<file path="src/rtl/cbf_pkg.sv">
package cbf_pkg;

    typedef enum logic [2:0] {
        MODE_CLOSED = 3'b001,
        MODE_OPEN   = 3'b010,
        MODE_HALF   = 3'b100
    } t_mode;

    localparam logic [1:0] STATE_CODE_CLOSED = 2'd0;
    localparam logic [1:0] STATE_CODE_OPEN   = 2'd1;
    localparam logic [1:0] STATE_CODE_HALF   = 2'd2;

    localparam logic [1:0] KIND_TICK  = 2'd0;
    localparam logic [1:0] KIND_REQ   = 2'd1;
    localparam logic [1:0] KIND_RESET = 2'd2;

    localparam logic [1:0] REG_FAILURE_LIMIT = 2'd0;
    localparam logic [1:0] REG_SUCCESS_LIMIT = 2'd1;
    localparam logic [1:0] REG_OPEN_TIMEOUT  = 2'd2;

    localparam logic [7:0]  FAILURE_LIMIT_RST = 8'd5;
    localparam logic [7:0]  SUCCESS_LIMIT_RST = 8'd2;
    localparam logic [31:0] OPEN_TIMEOUT_RST  = 32'd10000;

    localparam int APB_AW = 4;

    typedef struct packed {
        logic [7:0]  failure_limit;
        logic [7:0]  success_limit;
        logic [31:0] open_timeout_ticks;
    } t_cfg;

    function automatic logic [31:0] sat_inc32(input logic [31:0] v);
        sat_inc32 = (v == '1) ? v : v + 32'd1;
    endfunction

    function automatic logic [7:0] sat_inc8(input logic [7:0] v);
        sat_inc8 = (v == '1) ? v : v + 8'd1;
    endfunction

    function automatic logic [1:0] mode_code(input t_mode m);
        case (m)
            MODE_OPEN: mode_code = STATE_CODE_OPEN;
            MODE_HALF: mode_code = STATE_CODE_HALF;
            default:   mode_code = STATE_CODE_CLOSED;
        endcase
    endfunction

endpackage

</file>
<file path="src/rtl/cbf_if.sv">
interface cbf_req_if;
    logic       valid;
    logic       ready;
    logic [1:0] req_type;
    logic       op_ok;

    modport source (output valid, output req_type, output op_ok, input ready);
    modport sink   (input valid, input req_type, input op_ok, output ready);
endinterface

interface cbf_rsp_if;
    logic        valid;
    logic        ready;
    logic [1:0]  breaker_state;
    logic        admitted;
    logic        rejected;
    logic [7:0]  fail_count;
    logic [7:0]  ok_count;
    logic [31:0] total_seen;
    logic [31:0] total_ok;
    logic [31:0] total_failed;
    logic [31:0] total_rejected;

    modport source (
        output valid, output breaker_state, output admitted, output rejected,
        output fail_count, output ok_count, output total_seen, output total_ok,
        output total_failed, output total_rejected, input ready
    );
    modport sink (
        input valid, input breaker_state, input admitted, input rejected,
        input fail_count, input ok_count, input total_seen, input total_ok,
        input total_failed, input total_rejected, output ready
    );
endinterface

</file>
<file path="src/rtl/cbf_regs.sv">
module cbf_regs (
    input  logic                       i_clk,
    input  logic                       i_rst_n,
    input  logic                       psel,
    input  logic                       penable,
    input  logic                       pwrite,
    input  logic [cbf_pkg::APB_AW-1:0] paddr,
    input  logic [31:0]                pwdata,
    output logic [31:0]                prdata,
    output logic                       pready,
    output cbf_pkg::t_cfg              o_cfg
);
    import cbf_pkg::*;

    t_cfg       r_cfg;
    logic       wr_en;
    logic [1:0] reg_idx;

    assign pready  = 1'b1;
    assign wr_en   = psel & penable & pwrite;
    assign reg_idx = paddr[APB_AW-1:2];

    always_ff @(posedge i_clk) begin
        if (!i_rst_n) begin
            r_cfg.failure_limit      <= FAILURE_LIMIT_RST;
            r_cfg.success_limit      <= SUCCESS_LIMIT_RST;
            r_cfg.open_timeout_ticks <= OPEN_TIMEOUT_RST;
        end else if (wr_en) begin
            case (reg_idx)
                REG_FAILURE_LIMIT: r_cfg.failure_limit      <= pwdata[7:0];
                REG_SUCCESS_LIMIT: r_cfg.success_limit      <= pwdata[7:0];
                REG_OPEN_TIMEOUT:  r_cfg.open_timeout_ticks <= pwdata;
                default: ;
            endcase
        end
    end

    always_comb begin
        case (reg_idx)
            REG_FAILURE_LIMIT: prdata = {24'd0, r_cfg.failure_limit};
            REG_SUCCESS_LIMIT: prdata = {24'd0, r_cfg.success_limit};
            REG_OPEN_TIMEOUT:  prdata = r_cfg.open_timeout_ticks;
            default:           prdata = 32'd0;
        endcase
    end

    assign o_cfg = r_cfg;

endmodule

</file>
<file path="src/rtl/circuit_breaker_fsm.sv">
// Three-state circuit breaker, one request per item.
// A request passes through the input register, then the response register holding
// the updated breaker state.
// Throughput: 1 request per cycle; both stages advance when the response register is free or taken.
// Reset (i_rst_n low, synchronous): breaker closed, all counts and statistics
// zero, config registers at their defaults, both stages empty.
module circuit_breaker_fsm (
    input  logic                       i_clk,
    input  logic                       i_rst_n,
    cbf_req_if.sink                    i_req,
    cbf_rsp_if.source                  o_rsp,
    input  logic                       psel,
    input  logic                       penable,
    input  logic                       pwrite,
    input  logic [cbf_pkg::APB_AW-1:0] paddr,
    input  logic [31:0]                pwdata,
    output logic [31:0]                prdata,
    output logic                       pready
);
    import cbf_pkg::*;

    t_cfg cfg;

    cbf_regs u_regs (
        .i_clk   (i_clk),
        .i_rst_n (i_rst_n),
        .psel    (psel),
        .penable (penable),
        .pwrite  (pwrite),
        .paddr   (paddr),
        .pwdata  (pwdata),
        .prdata  (prdata),
        .pready  (pready),
        .o_cfg   (cfg)
    );

    // input stage
    logic       r_in_vld;
    logic [1:0] r_in_type;
    logic       r_in_ok;

    // breaker state
    t_mode       r_mode;
    logic [7:0]  r_fails;
    logic [7:0]  r_oks;
    logic [31:0] r_since;
    logic [31:0] r_total;
    logic [31:0] r_stat_ok;
    logic [31:0] r_stat_fail;
    logic [31:0] r_stat_rej;

    // response stage
    logic r_out_vld;
    logic r_out_adm;
    logic r_out_rej;

    t_mode       n_mode;
    logic [7:0]  n_fails;
    logic [7:0]  n_oks;
    logic [31:0] n_since;
    logic [31:0] n_total;
    logic [31:0] n_stat_ok;
    logic [31:0] n_stat_fail;
    logic [31:0] n_stat_rej;
    logic        n_adm;
    logic        n_rej;

    logic advance;

    assign advance     = r_in_vld & (~r_out_vld | o_rsp.ready);
    assign i_req.ready = ~r_in_vld | advance;

    always_ff @(posedge i_clk) begin
        if (!i_rst_n) begin
            r_in_vld <= 1'b0;
        end else if (i_req.ready) begin
            r_in_vld <= i_req.valid;
        end
    end

    always_ff @(posedge i_clk) begin
        if (i_req.ready && i_req.valid) begin
            r_in_type <= i_req.req_type;
            r_in_ok   <= i_req.op_ok;
        end
    end

    always_comb begin
        n_mode      = r_mode;
        n_fails     = r_fails;
        n_oks       = r_oks;
        n_since     = r_since;
        n_total     = r_total;
        n_stat_ok   = r_stat_ok;
        n_stat_fail = r_stat_fail;
        n_stat_rej  = r_stat_rej;
        n_adm       = 1'b0;
        n_rej       = 1'b0;
        case (r_in_type)
            KIND_TICK: begin
                n_since = sat_inc32(r_since);
            end
            KIND_RESET: begin
                n_mode  = MODE_CLOSED;
                n_fails = 8'd0;
                n_oks   = 8'd0;
            end
            KIND_REQ: begin
                n_total = sat_inc32(r_total);
                n_adm   = 1'b1;
                if (r_mode == MODE_OPEN) begin
                    if (r_since >= cfg.open_timeout_ticks) begin
                        n_mode = MODE_HALF;
                    end else begin
                        n_adm      = 1'b0;
                        n_rej      = 1'b1;
                        n_stat_rej = sat_inc32(r_stat_rej);
                    end
                end
                if (n_adm) begin
                    if (r_in_ok) begin
                        n_stat_ok = sat_inc32(r_stat_ok);
                        if (n_mode == MODE_HALF) begin
                            n_oks = sat_inc8(r_oks);
                            if (n_oks >= cfg.success_limit) begin
                                n_mode  = MODE_CLOSED;
                                n_fails = 8'd0;
                                n_oks   = 8'd0;
                            end
                        end else if (n_mode == MODE_CLOSED) begin
                            n_fails = 8'd0;
                        end
                    end else begin
                        n_stat_fail = sat_inc32(r_stat_fail);
                        n_since     = 32'd0;
                        if (n_mode == MODE_HALF) begin
                            n_mode = MODE_OPEN;
                            n_oks  = 8'd0;
                        end else if (n_mode == MODE_CLOSED) begin
                            n_fails = sat_inc8(r_fails);
                            if (n_fails >= cfg.failure_limit) begin
                                n_mode = MODE_OPEN;
                            end
                        end
                    end
                end
            end
            default: ;
        endcase
    end

    always_ff @(posedge i_clk) begin
        if (!i_rst_n) begin
            r_mode      <= MODE_CLOSED;
            r_fails     <= 8'd0;
            r_oks       <= 8'd0;
            r_since     <= 32'd0;
            r_total     <= 32'd0;
            r_stat_ok   <= 32'd0;
            r_stat_fail <= 32'd0;
            r_stat_rej  <= 32'd0;
            r_out_vld   <= 1'b0;
        end else begin
            if (advance) begin
                r_mode      <= n_mode;
                r_fails     <= n_fails;
                r_oks       <= n_oks;
                r_since     <= n_since;
                r_total     <= n_total;
                r_stat_ok   <= n_stat_ok;
                r_stat_fail <= n_stat_fail;
                r_stat_rej  <= n_stat_rej;
                r_out_vld   <= 1'b1;
            end else if (o_rsp.ready) begin
                r_out_vld <= 1'b0;
            end
        end
    end

    always_ff @(posedge i_clk) begin
        if (advance) begin
            r_out_adm <= n_adm;
            r_out_rej <= n_rej;
        end
    end

    assign o_rsp.valid          = r_out_vld;
    assign o_rsp.breaker_state  = mode_code(r_mode);
    assign o_rsp.admitted       = r_out_adm;
    assign o_rsp.rejected       = r_out_rej;
    assign o_rsp.fail_count     = r_fails;
    assign o_rsp.ok_count       = r_oks;
    assign o_rsp.total_seen     = r_total;
    assign o_rsp.total_ok       = r_stat_ok;
    assign o_rsp.total_failed   = r_stat_fail;
    assign o_rsp.total_rejected = r_stat_rej;

endmodule

</file>
<file path="src/flat_wrapper.sv">
// flat-port wrapper written by rule: the top's interface ports become plain ports
module circuit_breaker_fsm_flat import cbf_pkg::*;
  (i_clk, i_rst_n, psel, penable, pwrite, paddr, pwdata, prdata, pready, i_req_valid, i_req_req_type, i_req_op_ok, i_req_ready, o_rsp_valid, o_rsp_breaker_state, o_rsp_admitted, o_rsp_rejected, o_rsp_fail_count, o_rsp_ok_count, o_rsp_total_seen, o_rsp_total_ok, o_rsp_total_failed, o_rsp_total_rejected, o_rsp_ready);
  cbf_req_if i_req_i ();
  cbf_rsp_if o_rsp_i ();
  input  logic i_clk;
  input  logic i_rst_n;
  input  logic psel;
  input  logic penable;
  input  logic pwrite;
  input  logic [cbf_pkg::APB_AW-1:0] paddr;
  input  logic [31:0] pwdata;
  output logic [31:0] prdata;
  output logic pready;
  input wire logic [$bits(i_req_i.valid)-1:0] i_req_valid;
  input wire logic [$bits(i_req_i.req_type)-1:0] i_req_req_type;
  input wire logic [$bits(i_req_i.op_ok)-1:0] i_req_op_ok;
  output wire logic [$bits(i_req_i.ready)-1:0] i_req_ready;
  output wire logic [$bits(o_rsp_i.valid)-1:0] o_rsp_valid;
  output wire logic [$bits(o_rsp_i.breaker_state)-1:0] o_rsp_breaker_state;
  output wire logic [$bits(o_rsp_i.admitted)-1:0] o_rsp_admitted;
  output wire logic [$bits(o_rsp_i.rejected)-1:0] o_rsp_rejected;
  output wire logic [$bits(o_rsp_i.fail_count)-1:0] o_rsp_fail_count;
  output wire logic [$bits(o_rsp_i.ok_count)-1:0] o_rsp_ok_count;
  output wire logic [$bits(o_rsp_i.total_seen)-1:0] o_rsp_total_seen;
  output wire logic [$bits(o_rsp_i.total_ok)-1:0] o_rsp_total_ok;
  output wire logic [$bits(o_rsp_i.total_failed)-1:0] o_rsp_total_failed;
  output wire logic [$bits(o_rsp_i.total_rejected)-1:0] o_rsp_total_rejected;
  input wire logic [$bits(o_rsp_i.ready)-1:0] o_rsp_ready;
  assign i_req_i.valid = i_req_valid;
  assign i_req_i.req_type = i_req_req_type;
  assign i_req_i.op_ok = i_req_op_ok;
  assign i_req_ready = i_req_i.ready;
  assign o_rsp_valid = o_rsp_i.valid;
  assign o_rsp_breaker_state = o_rsp_i.breaker_state;
  assign o_rsp_admitted = o_rsp_i.admitted;
  assign o_rsp_rejected = o_rsp_i.rejected;
  assign o_rsp_fail_count = o_rsp_i.fail_count;
  assign o_rsp_ok_count = o_rsp_i.ok_count;
  assign o_rsp_total_seen = o_rsp_i.total_seen;
  assign o_rsp_total_ok = o_rsp_i.total_ok;
  assign o_rsp_total_failed = o_rsp_i.total_failed;
  assign o_rsp_total_rejected = o_rsp_i.total_rejected;
  assign o_rsp_i.ready = o_rsp_ready;
  circuit_breaker_fsm u_core (.i_clk(i_clk), .i_rst_n(i_rst_n), .i_req(i_req_i), .o_rsp(o_rsp_i), .psel(psel), .penable(penable), .pwrite(pwrite), .paddr(paddr), .pwdata(pwdata), .prdata(prdata), .pready(pready));
endmodule
</file>
<file path="config.mk">
export PLATFORM = sky130hd
export DESIGN_NAME = circuit_breaker_fsm_flat
export DESIGN_NICKNAME = d
export VERILOG_FILES = /design/src/rtl/cbf_pkg.sv /design/src/rtl/cbf_if.sv /design/src/rtl/cbf_regs.sv /design/src/rtl/circuit_breaker_fsm.sv /design/src/flat_wrapper.sv
export SDC_FILE = /design/constraint.sdc
export NUM_CORES = 1
export LEC_CHECK = 0
export ABC_AREA = 1
export BUFFER_PORTS_ARGS = -buffer_cell sky130_fd_sc_hd__buf_4
export CORE_ASPECT_RATIO = 0.8
export CORE_MARGIN = 4
export CORE_UTILIZATION = 45
export DETAILED_ROUTE_END_ITERATION = 6
export GPL_TIMING_DRIVEN = 0
export PLACE_DENSITY = 0.68
export SYNTH_ARGS = -nofsm -noshare
export SYNTH_HDL_FRONTEND = slang
export SYNTH_SLANG_ARGS = --single-unit
</file>
<file path="constraint.sdc">
create_clock -name i_clk -period 3.4 [get_ports i_clk]
set_input_delay 0.17 -clock i_clk [delete_from_list [all_inputs] [get_ports i_clk]]
set_output_delay 0.17 -clock i_clk [all_outputs]
set_load 0.02 [all_outputs]
</file>
---- After elaboration in Yosys (flattened, before gate mapping) ----
Cells that the tools add are included.
storage, ports and cells
  register bits ........................... 234
  bits of input ports ..................... 46
  output and inout bits ................... 183
operators by class
  add/sub/neg operators ................... 7
  order comparisons ....................... 3
  eq/ne operators ......................... 22
  mux-type cells .......................... 39
  bitwise logic cells ..................... 13
  reduce and logical (&&, ||, !) cells .... 18
operators with widths
  operator                                                count
  adder 32 x 1 -> 32 bit (second input constant)          5
  == test 32 bit (second input constant)                  5
  2-to-1 mux 8 bit                                        14
  2-to-1 mux 32 bit                                       3
  one-hot mux 32 bit (3 select lines)                     1
  one-hot mux 32 bit (2 select lines)                     1
  >= comparator 32 bit                                    1
  one-hot mux 8 bit (2 select lines)                      2
  2-to-1 mux 3 bit                                        10
  AND reduction 5 bit                                     4
  adder 8 x 1 -> 8 bit (second input constant)            2
  == test 8 bit (second input constant)                   2
  >= comparator 8 bit                                     2
  AND reduction 2 bit                                     5
  inverter 1 bit                                          8
  == test 3 bit (second input constant)                   2
  2-to-1 mux 1 bit                                        6
  one-hot mux 3 bit (2 select lines)                      1
  AND reduction 6 bit                                     1
  nonzero test 2 bit                                      3
  == test 2 x 1 -> 1 bit (second input constant)          2
  == test 2 bit (second input constant)                   2
  zero test 2 bit                                         2
  inequality test 2 x 1 -> 1 bit (second input constant)  2
  12 further kinds                                        16

---- Depth between registers and ports, before layout ----
  word-level depth ........................ 10
  mapped depth ............................ 24

---- Cells and area by module ----
A second synthesis with hierarchy kept.
second synthesis, totals
  cells, all modules ...................... 2225
  area total of the unflattened synthesis .. 14552.7 um^2
by module, submodules not included
  module               instances  cells each  area an instance (um^2)  sequential area each (um^2)
  circuit_breaker_fsm  1          1847        12233.0                  3773.6
  cbf_regs             1          378         2319.7                   960.9

---- Worst setup path before layout ----
No wires, ideal clock.
  path type ............................... reg-to-reg
  start point ............................. register u_core.r_oks[0], in the netlist u_core.o_rsp.ok_count[0]
  end point ............................... register u_core.r_fails[7], in the netlist u_core.o_rsp.fail_count[7]
  arrival time ............................ 3010 ps
  required time ........................... 3286 ps
  path slack .............................. 276 ps
  cell stages (with the launch flop) ...... 23
  clock period less this slack ............ 3124 ps
  path through ............................ dfxtp_1 -> ha_1 -> nand4_1 -> nor2_1 -> inv_1 -> nor2_1 -> inv_1 -> nand3_1 -> xor2_1 -> inv_1 -> ha_1 -> nand2_1 -> nor2_1 -> nand4_1 -> o2111ai_2 -> nand2_1 -> inv_1 -> nand4_1 -> nand2_1 -> nand2_4 -> buf_6 -> nor2_1 -> nor2_2
on the way
  word-level cells in the longest chain between the ends .. 5
  elaborated cells on any way between the ends .. 6
  classes of those cells .................. add/sub (1); order compare (1); eq/ne (2); mux (1); reduce/logical (1)
RTL lines
  element                                                       line                        text
  from (decl)                                                   circuit_breaker_fsm.sv:45   logic [7:0] r_oks;
  from (signal assigned)                                        circuit_breaker_fsm.sv:167  r_oks <= n_oks;
  adder 8 x 1 -> 8 bit / == test 8 bit (equally long branches)  cbf_pkg.sv:38               sat_inc8 = (v == '1) ? v : v + 8'd1;
  2-to-1 mux 8 bit *                                            cbf_pkg.sv:38
  >= comparator 8 bit *                                         circuit_breaker_fsm.sv:125  if (n_oks >= cfg.success_limit) begin
  inequality test 3 bit (no line) *                             -
  AND reduction 6 bit (no line) *                               -
  to (signal assigned)                                          circuit_breaker_fsm.sv:166  r_fails <= n_fails;
  to (decl)                                                     circuit_breaker_fsm.sv:44   logic [7:0] r_fails;
Every way passes the cells marked *; elsewhere a longest branch is shown, timed or not.
A chain may end at the register's enable or synchronous reset.

---- Final worst setup path ----
Ends and elaborated chain as after synthesis.

==> impl_results.md <==
* Die height at 167 um
* Post-synthesis mux area share at 0%
* Core box area at 30700 um^2
* Worst-Margin Slew at 1040 ps
* Area grow syn2layout at 24.7%
* First-pass GRT wire length at 75.7 mm
* CTS root buf: clkbuf_16
* Row cnt at 57
* DR DRC count at 0
* Skew final at 26.1 ps
* CP arrival at 3550 ps
* Met2 track demand over resource at 40.7%
* Largest family of logic cells by synthesized area: simple AND/OR/NAND/NOR gates
* Layout cell share with drive strength beyond 1 at 15.7%
* Status: complete, no violations
* Worst Path Required at 3850 ps
* Post-synthesis simple-gate area fraction at 33.0%
* Number of global-route vias before repair at 14000
* Pwr dens at 345 nW/um^2
* Final Max Tran Viols at 0
* Register area share after synthesis at 33.4%
* Critical Path Fanout Max at 10
* Initial antenna violation count at 0
* Post-synthesis adder-cell area fraction at 5.12%
* Max-Slew Margin vs Limit at 30.9%
* Initial Utilization at 46.2%
* Startpoint Class: register
* VDD IR-drop max at 0.000353 V
* Largest net degree at the start of global routing at 14
* Antenna-violating nets left at 0
* FMAX at 322 MHz
* R2r setup slk at 290 ps
* DR vias at 15000
* Crit path capture type: register
* Synthesized area at 14200 um^2
* # fillers at 3043
* GR Layer Usage met3 at 4.32%
* Fin. Hold Viols at 0
* Seq cells post-synth at 234
* Max Root-Sink Buffers at 3
* Compound-Gate Fraction of Synth Area at 12.9%
* Yosys warning count at 0
* Gr busiest metal: met2
* Overall power consumption at 6.10 mW
* Horiz. Die Dim at 207 um
* Final wirelength at 47.9 mm
* Yosys cell types at 50
* Post-synthesis xor/xnor area fraction at 6.79%
* Vias per cell at 5.27
* Ports at 229
* H-tree levels at 1
* Input/output buffers at 225
* Avg Synthesized Cell Area at 6.70 um^2
* Drt pass-1 iters at 5
* RSZ-0062 raised after global routing: true
* WS Path Type: register to register
* Static Leak at 7.24 nW
* Total track usage at 26.9%
* Avg WL per Cell at 16.8 um
* DIE AREA at 34400 um^2
* Type of the tightest min-delay check: primary input to register
* Final GP Congestion at 0.961
* Antenna diodes at 0
* Post-synth EDFFs at 5
* CTS Buf Count at 27
* Gr ovfl total at 0
* DP Wirelength at 37.2 mm
* Final period util at 91.5%
* CTS tree: yes
* # setup viols final at 0
* Finished Cell Area at 17700 um^2
* Max-cap violation count at 0
* Dominant synthesized flop cell: dfxtp_1
* Syn Inst Count at 2118
* Syn_nets at 2222
* Skew-Pair Late Insertion Delay at 550 ps
* Placed inst area at 16400 um^2
* Reg clk slew, reported paths at 60 ps
* Fin nets at 2519
* First-iteration detailed-routing DRC count at 1204
* Async SR Flop Fraction at 0%
* Clk sinks at 234
* Met1 usage at 40.3%
* Min Clock Period, post-route at 3110 ps
## cell type report
type                            instances  area (um^2)  share of cell area [%]
Inverter                              245          925                    5.23
Sequential cell                       234         4740                    26.8
Clock inverter                          5         28.8                   0.163
Multi-Input combinational cell       1578         8270                    46.7
Tap cell                              413          517                    2.92
Timing Repair Buffer                  268         2100                    11.9
Buffer                                 61          322                    1.82
Clock buffer                           42          782                    4.42
## cells in the final DEF (no fill, tap or decap), drive strengths merged, types with 76 or more instances in the layout
cell type	instances
nand2	582
buf	258
nor2	246
inv	246
dfxtp	229
a21oi	213
o21ai	94
nor3	91
xor2	83
clkbuf	76
## flip-flops by register name, indices dropped and copies added, names as in the netlist, 3 cells and up
signal,cells
u_core.u_regs.o_cfg,48
u_core.o_rsp.total_failed,32
u_core.o_rsp.total_ok,32
u_core.o_rsp.total_rejected,32
u_core.o_rsp.total_seen,32
u_core.r_since,32
u_core.o_rsp.fail_count,8
u_core.o_rsp.ok_count,8
u_core.r_mode,3
## what timing repair did
| action | CTS | global route |
|---|---|---|
| resized for setup | 3 | 16 |
| hold buffers | 37 | 0 |
| setup buffers | 0 | 6 |
| setup endpoints to repair | 8 | 10 |
| pin swaps | 1 | 5 |
| hold endpoints to repair | 53 | 0 |
## critical path: stages (launching register included)
cell,delay [ps]
dfxtp_4,370
ha_2,190
nand4_1,120
nor2_1,140
inv_2,70
nor2_4,140
inv_2,90
nand3_2,80
xor2_2,160
inv_1,60
ha_1,290
nand2_1,70
nor2_2,100
nand4_1,150
o2111ai_4,160
nand2_1,90
inv_1,60
nand4_1,120
nand2_2,120
nand2_4,90
buf_6,160
nor2_1,120
nor2_2,50
## synthesized netlist by cell type (3+ instances only)
master | number | share of area, %
a21o_1 | 3 | 0.16
a21oi_1 | 212 | 7.5
a31oi_1 | 5 | 0.22
and3_1 | 5 | 0.22
buf_2 | 11 | 0.39
buf_4 | 11 | 0.58
buf_6 | 5 | 0.40
clkbuf_1 | 34 | 0.90
dfxtp_1 | 229 | 32
edfxtp_1 | 5 | 1.1
ha_1 | 58 | 5.1
inv_1 | 224 | 5.9
inv_2 | 20 | 0.53
nand2_1 | 565 | 15
nand2_2 | 10 | 0.44
nand2_4 | 7 | 0.56
nand3_1 | 39 | 1.4
nand4_1 | 48 | 2.1
nor2_1 | 233 | 6.2
nor2_2 | 10 | 0.44
nor3_1 | 84 | 3.0
nor3_2 | 6 | 0.42
nor3b_1 | 4 | 0.21
nor4_1 | 43 | 1.9
nor4_2 | 3 | 0.26
o211ai_1 | 8 | 0.42
o21a_1 | 4 | 0.21
o21ai_0 | 51 | 1.8
o21ai_1 | 41 | 1.4
o21bai_1 | 3 | 0.16
o221ai_1 | 7 | 0.43
xnor2_1 | 27 | 1.7
xor2_1 | 83 | 5.1
## stage by stage
stage          cells  utilization, %  setup TNS (ps)  hold WS, ps  setup WS (ps)
2_1_floorplan   2118               -               0          269            276
3_3_place_gp    2756            53.3            -441          351          -79.1
3_5_place_dp    2756            53.3            -637          351           -104
4_1_cts         2840            57.2               0         79.9           30.5
5_1_grt         2846            57.5           -79.7         98.4          -37.9
6_report        2846            57.5               0         97.2            291
## kinds of logic after synthesis
family                     after synthesis
DFF                                    234
and+or+nand+nor                       1066
other                                    1
adders and majority gates               58
xor gates and xnor gates               110
AOI/OAI and AO/OA                      343
buffers and inverters                  306
## power breakdown
group          internal (mW)  total, mW  switching [mW]
clock network           1.57       2.75            1.18
logic                  0.204      0.545           0.341
registers               2.78       2.81          0.0237
total                   4.55       6.10            1.54
## layer usage
| metal | up-vias | wire, um |
|---|---|---|
| met3 | 72 | 3700 |
| li1 | 7516 | - |
| met2 | 545 | 20300 |
| met1 | 6871 | 22900 |
| met5 | - | 0 |
| met4 | 0 | 1030 |
## final timing paths
kind              cells past startpoint                          from                            to
setup reg to reg                     22      u_core.o_rsp.ok_count[0]    u_core.o_rsp.fail_count[7]
hold / removal                        4                       i_rst_n       u_core.u_regs.o_cfg[19]
hold reg to reg                       1  u_core.o_rsp.total_failed[2]  u_core.o_rsp.total_failed[2]
setup / recovery                     22      u_core.o_rsp.ok_count[0]    u_core.o_rsp.fail_count[7]
No activity file was read; power rests on OpenSTA's default activity.
